--- src/rtl/flipbook_frame_sequencer_core_assert.svh ---
// Assertion macros for the flipbook frame sequencer, included by fbseq_seq
`ifndef FLIPBOOK_FRAME_SEQUENCER_CORE_ASSERT_SVH
`define FLIPBOOK_FRAME_SEQUENCER_CORE_ASSERT_SVH

// Same-cycle implication, disabled during reset
`define FBSEQ_ASSERT_NOW(label, clk, rst, ante, cons) \
   label: assert property (@(posedge clk) disable iff (rst) (ante) |-> (cons)) \
      else $error("fbseq assertion failed");

// Next-cycle implication, disabled during reset
`define FBSEQ_ASSERT_NEXT(label, clk, rst, ante, cons) \
   label: assert property (@(posedge clk) disable iff (rst) (ante) |=> (cons)) \
      else $error("fbseq assertion failed");

`endif

--- src/rtl/fbseq_pkg.sv ---
// Package with the types, constants and codes of the flipbook frame sequencer
`default_nettype none
package fbseq_pkg;

   // sequence limits and field widths
   localparam int MAX_FRAMES = 256;
   localparam int CNT_W      = 9;
   localparam int POS_W      = 8;
   localparam int TIME_W     = 24;
   localparam int ACC_W      = 32;
   localparam int STEP_W     = CNT_W + 2;
   localparam int ADDR_W     = 4;
   localparam int DATA_W     = 32;

   // play style codes
   localparam logic [1:0] STYLE_LOOP     = 2'd0;
   localparam logic [1:0] STYLE_ONCE     = 2'd1;
   localparam logic [1:0] STYLE_PINGPONG = 2'd2;

   // transaction codes
   localparam logic OP_BEGIN   = 1'b0;
   localparam logic OP_ADVANCE = 1'b1;

   // register indexes (word address)
   localparam logic [1:0] REG_STYLE  = 2'd0;
   localparam logic [1:0] REG_INVERT = 2'd1;
   localparam logic [1:0] REG_COUNT  = 2'd2;
   localparam logic [1:0] REG_PERIOD = 2'd3;

   typedef struct packed {
      logic [1:0]        style;
      logic              invert;
      logic [CNT_W-1:0]  count;
      logic [TIME_W-1:0] period;
   } cfg_type;

   typedef struct packed {
      logic [POS_W-1:0] pos;
      logic             bounce;
   } step_in_type;

   typedef struct packed {
      logic [POS_W-1:0] pos;
      logic             bounce;
      logic             stop;
   } step_out_type;

   typedef enum logic [1:0] {
      SEQ_IDLE,
      SEQ_ADD,
      SEQ_STEP,
      SEQ_DONE
   } seq_state_type;

endpackage
`default_nettype wire

--- src/rtl/fbseq_csr.sv ---
// Configuration register file with its APB-style access port
`default_nettype none
module fbseq_csr (
   input  wire logic                          clock,
   input  wire logic                          reset,
   input  wire logic                          psel,
   input  wire logic                          penable,
   input  wire logic                          pwrite,
   input  wire logic [fbseq_pkg::ADDR_W-1:0]  paddr,
   input  wire logic [fbseq_pkg::DATA_W-1:0]  pwdata,
   output logic      [fbseq_pkg::DATA_W-1:0]  prdata,
   output logic                               pready,
   output fbseq_pkg::cfg_type                 cfg
);

   fbseq_pkg::cfg_type cfg_ff, cfg_in;
   logic               wr_en;
   logic [1:0]         reg_sel;

   assign pready  = 1'b1;
   assign wr_en   = psel && penable && pwrite;
   assign reg_sel = paddr[3:2];
   assign cfg     = cfg_ff;

   // decode the write transaction
   always_comb begin
      cfg_in = cfg_ff;
      if (wr_en) begin
         case (reg_sel)
            fbseq_pkg::REG_STYLE:  cfg_in.style  = pwdata[1:0];
            fbseq_pkg::REG_INVERT: cfg_in.invert = pwdata[0];
            fbseq_pkg::REG_COUNT:  cfg_in.count  = pwdata[fbseq_pkg::CNT_W-1:0];
            fbseq_pkg::REG_PERIOD: cfg_in.period = pwdata[fbseq_pkg::TIME_W-1:0];
            default: cfg_in = cfg_ff;
         endcase
      end
   end

   // hold the registers
   always_ff @(posedge clock) begin
      if (reset) begin
         cfg_ff <= '0;
      end else begin
         cfg_ff <= cfg_in;
      end
   end

   // read back
   always_comb begin
      case (reg_sel)
         fbseq_pkg::REG_STYLE:  prdata = fbseq_pkg::DATA_W'(cfg_ff.style);
         fbseq_pkg::REG_INVERT: prdata = fbseq_pkg::DATA_W'(cfg_ff.invert);
         fbseq_pkg::REG_COUNT:  prdata = fbseq_pkg::DATA_W'(cfg_ff.count);
         fbseq_pkg::REG_PERIOD: prdata = fbseq_pkg::DATA_W'(cfg_ff.period);
         default:               prdata = '0;
      endcase
   end

endmodule
`default_nettype wire

--- src/rtl/fbseq_step.sv ---
// Single frame step: next index, bounce state and stop flag for the configured play style
`default_nettype none
module fbseq_step (
   input  wire fbseq_pkg::cfg_type          cfg,
   input  wire logic [fbseq_pkg::CNT_W-1:0] eff_n,
   input  wire fbseq_pkg::step_in_type      cur,
   output fbseq_pkg::step_out_type          nxt
);

   localparam int SW = fbseq_pkg::STEP_W;

   logic signed [SW-1:0] idx;
   logic signed [SW-1:0] n_s;
   logic signed [SW-1:0] top;
   logic signed [SW-1:0] fwd;
   logic signed [SW-1:0] dir;
   logic signed [SW-1:0] last;
   logic signed [SW-1:0] t;
   logic                 bnc;
   logic                 stop;

   always_comb begin
      idx  = signed'(SW'(cur.pos));
      n_s  = signed'(SW'(eff_n));
      top  = n_s - SW'(1);
      fwd  = cfg.invert ? '1 : SW'(1);
      dir  = cur.bounce ? -fwd : fwd;
      last = cfg.invert ? '0 : top;
      t    = idx;
      bnc  = cur.bounce;
      stop = 1'b0;

      // move one frame according to the style
      case (cfg.style)
         fbseq_pkg::STYLE_LOOP: begin
            t = idx + fwd;
            if (t < 0) begin
               t = top;
            end else if (t >= n_s) begin
               t = '0;
            end
         end
         fbseq_pkg::STYLE_ONCE: begin
            if (idx != last) begin
               t = idx + fwd;
               if (t < 0) begin
                  t = '0;
               end else if (t >= n_s) begin
                  t = top;
               end
            end
            stop = (t == last);
         end
         fbseq_pkg::STYLE_PINGPONG: begin
            t = idx + dir;
            if (t < 0 || t >= n_s) begin
               bnc = ~cur.bounce;
               t   = idx - dir;
               if (t < 0) begin
                  t = '0;
               end else if (t >= n_s) begin
                  t = top;
               end
            end
         end
         default: t = idx;
      endcase

      // clamp into the frame range
      if (t > top) begin
         t = top;
      end
      if (t < 0) begin
         t = '0;
      end

      nxt.pos    = t[fbseq_pkg::POS_W-1:0];
      nxt.bounce = bnc;
      nxt.stop   = stop;
   end

endmodule
`default_nettype wire

--- src/rtl/fbseq_seq.sv ---
// Sequencer with the shared add/subtract unit, play state and result register
`default_nettype none
module fbseq_seq (
   input  wire logic                          clock,
   input  wire logic                          reset,
   input  wire fbseq_pkg::cfg_type            cfg,
   input  wire logic                          req_valid,
   output logic                               req_stall,
   input  wire logic                          req_op,
   input  wire logic [fbseq_pkg::TIME_W-1:0]  req_elapsed,
   output logic                               rsp_valid,
   input  wire logic                          rsp_stall,
   output logic      [fbseq_pkg::POS_W-1:0]   rsp_frame_index,
   output logic                               rsp_playing,
   output logic                               rsp_reversing,
   output logic      [fbseq_pkg::CNT_W-1:0]   rsp_steps_taken
);

   localparam int AW = fbseq_pkg::ACC_W;
   localparam int CW = fbseq_pkg::CNT_W;
   localparam int PW = fbseq_pkg::POS_W;

   fbseq_pkg::seq_state_type state_ff, state_in;

   logic [PW-1:0]                  pos_ff, pos_in;
   logic [AW-1:0]                  accum_ff, accum_in;
   logic                           bounce_ff, bounce_in;
   logic                           run_ff, run_in;
   logic [CW-1:0]                  steps_ff, steps_in;
   logic [fbseq_pkg::TIME_W-1:0]   elapsed_ff, elapsed_in;

   logic                           rsp_valid_ff, rsp_valid_in;
   logic [PW-1:0]                  rsp_pos_ff, rsp_pos_in;
   logic                           rsp_run_ff, rsp_run_in;
   logic                           rsp_bounce_ff, rsp_bounce_in;
   logic [CW-1:0]                  rsp_steps_ff, rsp_steps_in;

   logic [CW-1:0]                  eff_n;
   logic [CW-1:0]                  cap;
   logic [CW:0]                    steps_inc;
   logic                           adv_ok;
   logic                           accept;
   logic                           load_rsp;

   logic [AW-1:0]                  alu_b;
   logic                           alu_cin;
   logic [AW:0]                    alu_sum;
   logic                           alu_carry;

   fbseq_pkg::step_in_type         step_cur;
   fbseq_pkg::step_out_type        step_nxt;

   // effective frame count and step cap
   assign eff_n = (cfg.count > CW'(fbseq_pkg::MAX_FRAMES)) ?
                  CW'(fbseq_pkg::MAX_FRAMES) : cfg.count;
   assign cap       = eff_n + CW'(1);
   assign steps_inc = {1'b0, steps_ff} + (CW+1)'(1);
   assign adv_ok    = run_ff && (eff_n > CW'(1)) && (cfg.period != '0);

   assign req_stall = (state_ff != fbseq_pkg::SEQ_IDLE);
   assign accept    = req_valid && !req_stall;
   assign load_rsp  = (state_ff == fbseq_pkg::SEQ_DONE) && (!rsp_valid_ff || !rsp_stall);

   // shared adder: accumulate elapsed time, or subtract one period and compare
   assign alu_cin   = (state_ff == fbseq_pkg::SEQ_STEP);
   assign alu_b     = alu_cin ? ~AW'(cfg.period) : AW'(elapsed_ff);
   assign alu_sum   = {1'b0, accum_ff} + {1'b0, alu_b} + (AW+1)'(alu_cin);
   assign alu_carry = alu_sum[AW];

   assign step_cur.pos    = pos_ff;
   assign step_cur.bounce = bounce_ff;

   fbseq_step u_step (
      .cfg   (cfg),
      .eff_n (eff_n),
      .cur   (step_cur),
      .nxt   (step_nxt)
   );

   // next state and datapath
   always_comb begin
      state_in   = state_ff;
      pos_in     = pos_ff;
      accum_in   = accum_ff;
      bounce_in  = bounce_ff;
      run_in     = run_ff;
      steps_in   = steps_ff;
      elapsed_in = elapsed_ff;

      case (state_ff)
         fbseq_pkg::SEQ_IDLE: begin
            if (accept) begin
               steps_in   = '0;
               elapsed_in = req_elapsed;
               if (req_op == fbseq_pkg::OP_BEGIN) begin
                  pos_in    = (cfg.invert && eff_n != '0) ? PW'(eff_n - CW'(1)) : '0;
                  accum_in  = '0;
                  bounce_in = 1'b0;
                  run_in    = 1'b1;
                  state_in  = fbseq_pkg::SEQ_DONE;
               end else if (adv_ok) begin
                  state_in = fbseq_pkg::SEQ_ADD;
               end else begin
                  state_in = fbseq_pkg::SEQ_DONE;
               end
            end
         end
         fbseq_pkg::SEQ_ADD: begin
            // saturate on carry out
            accum_in = alu_carry ? '1 : alu_sum[AW-1:0];
            state_in = fbseq_pkg::SEQ_STEP;
         end
         fbseq_pkg::SEQ_STEP: begin
            if (alu_carry && steps_ff < cap) begin
               accum_in  = alu_sum[AW-1:0];
               steps_in  = steps_inc[CW-1:0];
               pos_in    = step_nxt.pos;
               bounce_in = step_nxt.bounce;
               if (step_nxt.stop) begin
                  run_in = 1'b0;
               end
               // drop the backlog once the cap is hit
               if (steps_inc >= {1'b0, cap}) begin
                  accum_in = '0;
                  state_in = fbseq_pkg::SEQ_DONE;
               end else if (step_nxt.stop) begin
                  state_in = fbseq_pkg::SEQ_DONE;
               end
            end else begin
               state_in = fbseq_pkg::SEQ_DONE;
            end
         end
         fbseq_pkg::SEQ_DONE: begin
            if (load_rsp) begin
               state_in = fbseq_pkg::SEQ_IDLE;
            end
         end
         default: state_in = fbseq_pkg::SEQ_IDLE;
      endcase
   end

   // result register
   always_comb begin
      rsp_valid_in  = rsp_valid_ff && rsp_stall;
      rsp_pos_in    = rsp_pos_ff;
      rsp_run_in    = rsp_run_ff;
      rsp_bounce_in = rsp_bounce_ff;
      rsp_steps_in  = rsp_steps_ff;
      if (load_rsp) begin
         rsp_valid_in  = 1'b1;
         rsp_pos_in    = pos_ff;
         rsp_run_in    = run_ff;
         rsp_bounce_in = bounce_ff;
         rsp_steps_in  = steps_ff;
      end
   end

   // control and play state
   always_ff @(posedge clock) begin
      if (reset) begin
         state_ff     <= fbseq_pkg::SEQ_IDLE;
         pos_ff       <= '0;
         accum_ff     <= '0;
         bounce_ff    <= 1'b0;
         run_ff       <= 1'b0;
         rsp_valid_ff <= 1'b0;
      end else begin
         state_ff     <= state_in;
         pos_ff       <= pos_in;
         accum_ff     <= accum_in;
         bounce_ff    <= bounce_in;
         run_ff       <= run_in;
         rsp_valid_ff <= rsp_valid_in;
      end
   end

   // payload registers
   always_ff @(posedge clock) begin
      steps_ff      <= steps_in;
      elapsed_ff    <= elapsed_in;
      rsp_pos_ff    <= rsp_pos_in;
      rsp_run_ff    <= rsp_run_in;
      rsp_bounce_ff <= rsp_bounce_in;
      rsp_steps_ff  <= rsp_steps_in;
   end

   assign rsp_valid       = rsp_valid_ff;
   assign rsp_frame_index = rsp_pos_ff;
   assign rsp_playing     = rsp_run_ff;
   assign rsp_reversing   = rsp_bounce_ff;
   assign rsp_steps_taken = rsp_steps_ff;

`include "flipbook_frame_sequencer_core_assert.svh"

   `FBSEQ_ASSERT_NEXT(a_accept_busy, clock, reset, accept, state_ff != fbseq_pkg::SEQ_IDLE)
   `FBSEQ_ASSERT_NEXT(a_add_then_step, clock, reset, state_ff == fbseq_pkg::SEQ_ADD, state_ff == fbseq_pkg::SEQ_STEP)
   `FBSEQ_ASSERT_NOW(a_step_below_cap, clock, reset, state_ff == fbseq_pkg::SEQ_STEP, steps_ff < cap)
   `FBSEQ_ASSERT_NEXT(a_done_delivers, clock, reset, (state_ff == fbseq_pkg::SEQ_DONE) && !rsp_valid_ff, rsp_valid_ff && (state_ff == fbseq_pkg::SEQ_IDLE))

endmodule
`default_nettype wire

--- src/rtl/flipbook_frame_sequencer_core.sv ---
// Top level of the flipbook frame sequencer: register file and sequencer
//
// Usage:
//  - Request channel (req_valid/req_stall, req_op, req_elapsed): op 0 begins
//    playback, op 1 advances the play position by req_elapsed time units.
//  - Response channel (rsp_valid/rsp_stall): one transaction per request with
//    frame index, playing and reversing flags and the number of steps taken.
//  - Registers (play style, invert, frame count, frame period) are written
//    through the APB-style port while no request is in flight; pready is tied high.
//  - A begin skips the step loop. An advance accumulates req_elapsed, then runs
//    a one-step-per-cycle subtract-and-step loop that shares a single 32-bit
//    adder with the accumulate step; the loop stops at the step cap (effective
//    frame count + 1) or at the end of a play-once run.
//  - One request is processed at a time; req_stall is high from acceptance
//    until the result is loaded into the response register.
//  - A waiting response does not block the next request; if the response
//    register is still full, the finished result waits until it is taken.
//  - Reset clears the registers, the play state (not playing, frame 0) and
//    any pending response.
`default_nettype none
module flipbook_frame_sequencer_core (
   input  wire logic                          clock,
   input  wire logic                          reset,
   input  wire logic                          req_valid,
   output logic                               req_stall,
   input  wire logic                          req_op,
   input  wire logic [fbseq_pkg::TIME_W-1:0]  req_elapsed,
   output logic                               rsp_valid,
   input  wire logic                          rsp_stall,
   output logic      [fbseq_pkg::POS_W-1:0]   rsp_frame_index,
   output logic                               rsp_playing,
   output logic                               rsp_reversing,
   output logic      [fbseq_pkg::CNT_W-1:0]   rsp_steps_taken,
   input  wire logic                          psel,
   input  wire logic                          penable,
   input  wire logic                          pwrite,
   input  wire logic [fbseq_pkg::ADDR_W-1:0]  paddr,
   input  wire logic [fbseq_pkg::DATA_W-1:0]  pwdata,
   output logic      [fbseq_pkg::DATA_W-1:0]  prdata,
   output logic                               pready
);

   fbseq_pkg::cfg_type cfg;

   // configuration registers
   fbseq_csr u_csr (
      .clock   (clock),
      .reset   (reset),
      .psel    (psel),
      .penable (penable),
      .pwrite  (pwrite),
      .paddr   (paddr),
      .pwdata  (pwdata),
      .prdata  (prdata),
      .pready  (pready),
      .cfg     (cfg)
   );

   // play sequencer
   fbseq_seq u_seq (
      .clock           (clock),
      .reset           (reset),
      .cfg             (cfg),
      .req_valid       (req_valid),
      .req_stall       (req_stall),
      .req_op          (req_op),
      .req_elapsed     (req_elapsed),
      .rsp_valid       (rsp_valid),
      .rsp_stall       (rsp_stall),
      .rsp_frame_index (rsp_frame_index),
      .rsp_playing     (rsp_playing),
      .rsp_reversing   (rsp_reversing),
      .rsp_steps_taken (rsp_steps_taken)
   );

endmodule
`default_nettype wire

--- config.mk ---
export PLATFORM = sky130hd
export DESIGN_NAME = flipbook_frame_sequencer_core
export DESIGN_NICKNAME = d
export VERILOG_FILES = /design/src/rtl/fbseq_pkg.sv /design/src/rtl/fbseq_csr.sv /design/src/rtl/fbseq_step.sv /design/src/rtl/fbseq_seq.sv /design/src/rtl/flipbook_frame_sequencer_core.sv
export VERILOG_INCLUDE_DIRS = /design/src /design/src/rtl
export SDC_FILE = /design/constraint.sdc
export NUM_CORES = 1
export LEC_CHECK = 0
export ABC_AREA = 1
export BUFFER_PORTS_ARGS = -buffer_cell sky130_fd_sc_hd__clkbuf_2
export CAP_MARGIN = 20
export CORE_ASPECT_RATIO = 1.25
export CORE_MARGIN = 5
export CORE_UTILIZATION = 45
export CTS_CLUSTER_DIAMETER = 120
export DETAILED_ROUTE_END_ITERATION = 16
export PLACE_DENSITY = 0.7
export SKIP_LAST_GASP = 1
export SLEW_MARGIN = 10
export SYNTH_ARGS = -nofsm -noshare
export SYNTH_HDL_FRONTEND = slang
export SYNTH_SLANG_ARGS = --single-unit
--- constraint.sdc ---
create_clock -name clock -period 8.3 [get_ports clock]
set_input_delay 0 -clock clock [delete_from_list [all_inputs] [get_ports clock]]
set_output_delay 0 -clock clock [all_outputs]
set_load 0.005 [all_outputs]
Word level (Yosys, flattened, before mapping)
Index checks and enable logic that the tools add are counted.
Widths: inputs -> output; s select.
{ "totals": {"reg_bits": 133, "inputBits": 68, "out_inout_bits": 54} }
{ "classes": {"addsub": 10, "n_lt_le_gt_ge": 12, "n_eq_ne": 18, "mux": 53, "n_bitwise": 2, "n_reduce_logical": 33} }
{ "op_table": {"columns": ["op", "count"], "rows": [
  ["$mux 32", 6],
  ["$mux 11", 13],
  ["$pmux 32 s4", 1],
  ["$pmux 32 s3", 1],
  ["$lt 11x1->1 const B", 4],
  ["$mux 8", 5],
  ["$add 32x32->33", 1],
  ["$add 33x1->33", 1],
  ["$ge 11x10->1", 3],
  ["$pmux 11 s3", 1],
  ["$not 24->32", 1],
  ["$mux 9", 3],
  ["$reduce_bool 24->1", 1],
  ["$add 9x11->11", 2],
  ["$pmux 9 s2", 1],
  ["$pmux 8 s2", 1],
  ["$mux 2", 7],
  ["$eq 11x11->1", 1],
  ["$gt 11x11->1", 1],
  ["$mux 1", 11],
  ["$ne 9x11->1", 1],
  ["$neg 11->11", 1],
  ["$sub 9x11->11", 1],
  ["$add 9x1->10 const B", 1],
  ["other kinds (27)", 59]
]} }

Logic depth before layout (Yosys ltp)
{ "logic_depth": {"word_depth": 15, "depth_mapped": 40} }

Hierarchy
Synthesis repeated with hierarchy kept, for this count alone.
{ "hier_totals": {"hier_cells": 2181, "area_unflattened_um2": 13581.8} }
{ "modules_own_cells": {"columns": ["module", "n_inst", "cells_each", "area_each_um2"], "rows": [
  ["fbseq_seq", 1, 1174, 7846.3],
  ["fbseq_step", 1, 716, 3847.4],
  ["fbseq_csr", 1, 291, 1888.1]
]} }

Worst setup path after synthesis
No wires, ideal clock.
{ "synth_timing": {"path_type": "reg-to-reg", "from": "register u_csr.cfg_ff (netlist bit u_csr.cfg[33])", "to": "register u_seq.pos_ff[7]", "setup_time_ns": 0.070, "t_arrival_ns": 5.565, "path_slack_ns": 2.665, "path_stages_with_launch": 36, "synth_period_minus_slack_ns": 5.635, "path_cell_list": "dfxtp_1 > xnor2_1 > inv_1 > ha_1 > nand2_1 > inv_1 > nor2_1 > o21bai_1 > a21oi_1 > o21ai_0 > xor2_1 > inv_1 > ha_1 > nand4_1 > or3_1 > nand2_1 > o21ai_0 > nand3_1 > clkbuf_1 > nand2_1 > nand2_1 > nand2_1 > o21ai_0 > inv_1 > ha_1 > a21oi_1 > o21ai_0 > nand2_1 > o2111ai_1 > xnor2_1 > nand2_1 > clkbuf_1 > o21ai_0 > a21oi_1 > nand2_1 > a21oi_1"} }
{ "synth_via": {"elab_chain_len": 15, "elab_cells_between_ends": 35, "cone_classes": "add/sub: 4; order compare: 8; eq/ne: 1; mux: 20; reduce/logical: 2"} }
{ "synth_rtl": {"columns": ["element", "line_no", "rtl"], "rows": [
  ["start, declared", "fbseq_csr.sv:16", "fbseq_pkg::cfg_type cfg_ff, cfg_in;"],
  ["start signal, assigned", "fbseq_csr.sv:44", "cfg_ff <= cfg_in;"],
  ["$mux 11", "fbseq_step.sv:26", "fwd = cfg.invert ? '1 : SW'(1);"],
  ["$neg 11->11", "fbseq_step.sv:27", "dir = cur.bounce ? -fwd : fwd;"],
  ["$mux 11", "fbseq_step.sv:27", null],
  ["$sub 9x11->11", "fbseq_step.sv:58", "t = idx - dir;"],
  ["$ge 11x10->1", "fbseq_step.sv:61", "end else if (t >= n_s) begin"],
  ["$mux 11", "fbseq_step.sv:61", null],
  ["$mux 11", "fbseq_step.sv:59", "if (t < 0) begin"],
  ["$mux 11", "fbseq_step.sv:56", "if (t < 0 || t >= n_s) begin"],
  ["$pmux 11 s3", "fbseq_step.sv:34", "case (cfg.style)"],
  ["$gt 11x11->1", "fbseq_step.sv:70", "if (t > top) begin"],
  ["$mux 11", "fbseq_step.sv:70", null],
  ["$lt 11x1->1", "fbseq_step.sv:73", "if (t < 0) begin"],
  ["$mux 8", "fbseq_step.sv:73", null],
  ["$mux 8", "fbseq_seq.sv:114", "if (alu_carry && steps_ff < cap) begin"],
  ["$pmux 8 s2 *", "fbseq_seq.sv:90", "case (state_ff)"],
  ["end signal, assigned", "fbseq_seq.sv:169", "pos_ff <= pos_in;"],
  ["end, declared", "fbseq_seq.sv:25", "logic [PW-1:0] pos_ff, pos_in;"]
]} }
Every way passes the cells marked *; elsewhere a longest branch is shown, timed or not. The select of a mux whose other input is x is not followed.
A chain may end at the register's enable or synchronous reset.

Final worst setup path
{ "layout_timing": {"from": "register u_seq.bounce_ff", "to": "register u_seq.pos_ff[1]"} }
{ "layout_via": {"elab_chain_len": 13, "elab_cells_between_ends": 18, "cone_classes": "add/sub: 2; order compare: 6; mux: 9; reduce/logical: 1"} }
{ "layout_rtl": {"columns": ["element", "line_no", "rtl"], "rows": [
  ["start, declared", "fbseq_seq.sv:27", "logic bounce_ff, bounce_in;"],
  ["start signal, assigned", "fbseq_seq.sv:171", "bounce_ff <= bounce_in;"],
  ["$mux 11 *", "fbseq_step.sv:27", null],
  ["$sub 9x11->11", "fbseq_step.sv:58", null],
  ["$ge 11x10->1", "fbseq_step.sv:61", null],
  ["$mux 11", "fbseq_step.sv:61", null],
  ["$mux 11", "fbseq_step.sv:59", null],
  ["$mux 11 *", "fbseq_step.sv:56", null],
  ["$pmux 11 s3 *", "fbseq_step.sv:34", null],
  ["$gt 11x11->1", "fbseq_step.sv:70", null],
  ["$mux 11 *", "fbseq_step.sv:70", null],
  ["$lt 11x1->1", "fbseq_step.sv:73", null],
  ["$mux 8 *", "fbseq_step.sv:73", null],
  ["$mux 8 *", "fbseq_seq.sv:114", null],
  ["$pmux 8 s2 *", "fbseq_seq.sv:90", null]
]} }
Marked as above.

==> results.txt <==
clock-pin slew on the worst setup and hold paths: 60 ps
Main synth FF type: dfxtp_1
pwr dens: 308 nW/um^2
yosys warns: 0
global-route wire length before repair: 58.8 mm
fin cells: 2119
Fillers: 2489
HPWL after detailed placement: 28.4 mm
RSZ-0062 raised after global routing: no
placed cell count: 2033
Util after Layout: 52.8%
Final period util: 81.0%
worst min-delay path class: in -> reg
net count reported at finish: 1954
Slew @ Worst Pin: 1040 ps
wire per inst: 17.5 um
fraction of registers with async set/reset: 0%
met1 WL: 14.5 mm
met2 wire length: 19.5 mm
Final min period: 6730 ps
status: finished, final reports clean
initial antenna violation count: 1
Synth Register Bits: 133
total congestion overflow: 0
Die Span X: 152 um
Post-Syn Instances: 1637
# port buffers: 102
crit-path max cell delay: 490 ps
R2R setup slack: 1570 ps
Critical Path End Type: register
Remaining DRCs: 0
root buffer cell: clkbuf_16
FMAX: 0.149 GHz
mapped cell area: 11300 um^2
total die area: 28500 um^2
Post-Syn Area per Cell: 6.93 um^2
kind of critical path: reg -> reg
slowest cell on the critical path: nand3_1
Die Ht: 188 um
Final Hold Viols: 0
leakage power: 0.00608 uW
DR top layer: met4
cell repeated most along the worst path: nand2_1
maximum root-to-sink buffer count: 2
pre-CTS setup slack: 1720 ps
worst hold slack: 48.9 ps
CTS sink cnt: 133
Layout area overhead: 16.6%
row count: 65
WL met3: 1.42 mm
Post-synth EDFFs: 52
GR Util All Layers: 25.5%
Worst R2R Start: u_seq.bounce_ff
CTS tree: done
CP Max Fanout: 19
vias in the first global route: 11500
WP data required: 8650 ps
WHS Endpoint: u_csr.cfg[34]
R2R depth: 40
reg2reg end: u_seq.pos_ff[1]
maximum vdd drop: 0.252 mV
vias per inst: 5.50
I/O Pins: 122
largest net degree at the start of global routing: 49
total wire length: 37.2 mm
Core Region: 25000 um^2
sequential share of the synthesized area: 28.1%
endpoints failing setup: 0
DRT iter0 DRCs: 746
Routed Antenna Nets: 0
Hold Crit Start: paddr[3]
setup TNS: 0 ps
Pre-Repair DR Iteration Count: 5
Pins Over Slew Limit: 0
clock skew: 8.91 ps
H-tree depth: 4
Hold Crit Depth: 6
Slew HR: 30.7%
routed vias: 11700
Clk Latency, worst-skew pair: 430 ps
Yosys cell types: 52
CP Data Arrival Time: 7080 ps
Startpoint Class: register
max_cap viols: 0
Post-CTS Setup Repair Bufs: 0
Final GP Congestion: 0.993
initial core utilization: 45.3%
share of layout cells above drive strength 1: 10.5%
worst setup margin: 1570 ps
CTS buffer count: 17
-- stage by stage --
step           cell area, um^2  total power, uW
5_1_grt                  13200             4450
3_5_place_dp             12100             3300
3_3_place_gp             12100             3250
4_1_cts                  13200             4060
2_1_floorplan            11400             2680
6_report                 13200             4080
-- where the power goes --
group / switching [uW] / total (uW) / internal (uW)
Clock: 293 / 722 / 430
Combinational: 1580 / 2410 / 827
Sequential: 109 / 943 / 835
Total: 1980 / 4080 / 2090
-- synth_stat cells (4+ instances only) --
cell type / count / area (um^2)
ha_1: 112 / 1400
nand3_2: 5 / 50.1
nand2_2: 12 / 75.1
nand4_1: 37 / 231
o21bai_1: 7 / 52.6
buf_2: 7 / 35.0
nor2_1: 115 / 432
a221oi_1: 4 / 35.0
a21oi_1: 180 / 901
nand3b_1: 6 / 45.0
nand2_1: 356 / 1340
o21ai_0: 171 / 856
clkbuf_1: 40 / 150
nand3_1: 71 / 355
inv_1: 190 / 713
o22ai_1: 10 / 62.6
fa_1: 4 / 80.1
inv_2: 4 / 15.0
xor2_1: 39 / 342
nor3_1: 17 / 85.1
buf_4: 10 / 75.1
o21a_1: 4 / 30.0
o21ai_1: 7 / 35.0
edfxtp_1: 52 / 1560
a31oi_1: 12 / 75.1
nor2_2: 4 / 25.0
o211ai_1: 12 / 90.1
a21boi_0: 6 / 45.0
dfxtp_1: 81 / 1620
xnor2_1: 18 / 158
a21o_1: 4 / 30.0
-- worst max-delay path: cells and delay by family (launching register included) --
family	cells	cell delay [ps]
buffers and inverters	7	950
DFF	1	430
AOI/OAI and AO/OA	13	2160
xor gates and xnor gates	3	490
adders and majority gates	3	1060
and+or+nand+nor	14	1530
-- timing repair --
item | 4_1_cts | 5_1_grt
endpoints found under the hold margin | 61 | 0
gates resized for setup | 0 | 0
hold buffers | 51 | 0
-- layout by cell type (no fill, tap or decap), types with 6 or more instances in the layout --
master | netlist | final
xnor2_1 | 18 | 18
clkbuf_2 | 0 | 102
o21bai_1 | 7 | 7
a21boi_0 | 6 | 6
nand3_1 | 71 | 71
buf_4 | 10 | 15
clkbuf_16 | 0 | 18
nand3b_1 | 6 | 6
o21ai_1 | 7 | 7
nor3_1 | 17 | 17
nand2_2 | 12 | 12
o211ai_1 | 12 | 12
nor2_2 | 4 | 6
xor2_1 | 39 | 39
edfxtp_1 | 52 | 52
nand2_1 | 356 | 356
a31oi_1 | 12 | 12
dfxtp_1 | 81 | 81
nand4_1 | 37 | 37
dlygate4sd3_1 | 0 | 51
o21ai_0 | 171 | 171
ha_1 | 112 | 112
a21oi_1 | 180 | 179
inv_1 | 190 | 190
conb_1 | 2 | 9
nor2_1 | 115 | 113
o22ai_1 | 10 | 10
-- how the worst max path moves through the flow --
| stage | start | end | slack, ps | cells after the start |
|---|---|---|---|---|
| finish | u_seq.bounce_ff | u_seq.pos_ff[1] | 1570 | 40 |
| global route | u_seq.bounce_ff | u_seq.pos_ff[7] | 830 | 40 |
| CTS | u_seq.bounce_ff | u_seq.pos_ff[1] | 1670 | 40 |
| detailed placement | u_seq.bounce_ff | u_seq.pos_ff[1] | 1720 | 40 |
| global placement | u_seq.bounce_ff | u_seq.pos_ff[7] | 1830 | 40 |
| floorplan | u_csr.cfg[33] | u_seq.pos_ff[7] | 2670 | 35 |
-- layout make-up --
class                   instances  area [um^2]  area share, %
flip-flops and latches        133         3180           24.1
inverters                     196          736           5.56
repair buffers                170         1170           8.86
well taps                     335          419           3.17
clock buffers                  21          462           3.49
clock inverters                11         97.6          0.738
multi-input cells            1252         7160           54.1
diodes                          1         2.50         0.0189
-- logic make-up (layout without fill, tap and decap cells) --
| logic type | Yosys count | count (layout) | share of synthesized area [%] |
|---|---|---|---|
| AO/OA/AOI/OAI | 431 | 431 | 20.8 |
| XOR/XNOR | 58 | 58 | 4.54 |
| adder cells (fa/ha/maj) | 116 | 116 | 13.1 |
| buffers and inverters | 259 | 398 | 9.17 |
| flip-flops | 133 | 133 | 28.1 |
| other | 2 | 10 | 0.0662 |
| AND/OR/NAND/NOR | 638 | 638 | 24.3 |
-- sequential cells by signal, summed over array words and instances (netlist names) --
name,count
u_seq.rsp_playing,1
u_seq.elapsed_ff,24
u_seq.state_ff,2
u_seq.steps_ff,9
u_seq.rsp_steps_taken,9
u_seq.run_ff,1
u_seq.rsp_valid,1
u_seq.rsp_reversing,1
u_seq.pos_ff,8
u_seq.accum_ff,32
u_csr.cfg,36
u_seq.bounce_ff,1
u_seq.rsp_frame_index,8
-- layer usage --
| layer | global-route usage (%) | vias to the layer above |
|---|---|---|
| li1 | - | 5799 |
| met1 | 27.8 | 5414 |
| met2 | 48.5 | 353 |
| met3 | 2.91 | 95 |
| met4 | 12.7 | 0 |
| met5 | 0 | - |
Power figures use the tool's default switching activity.
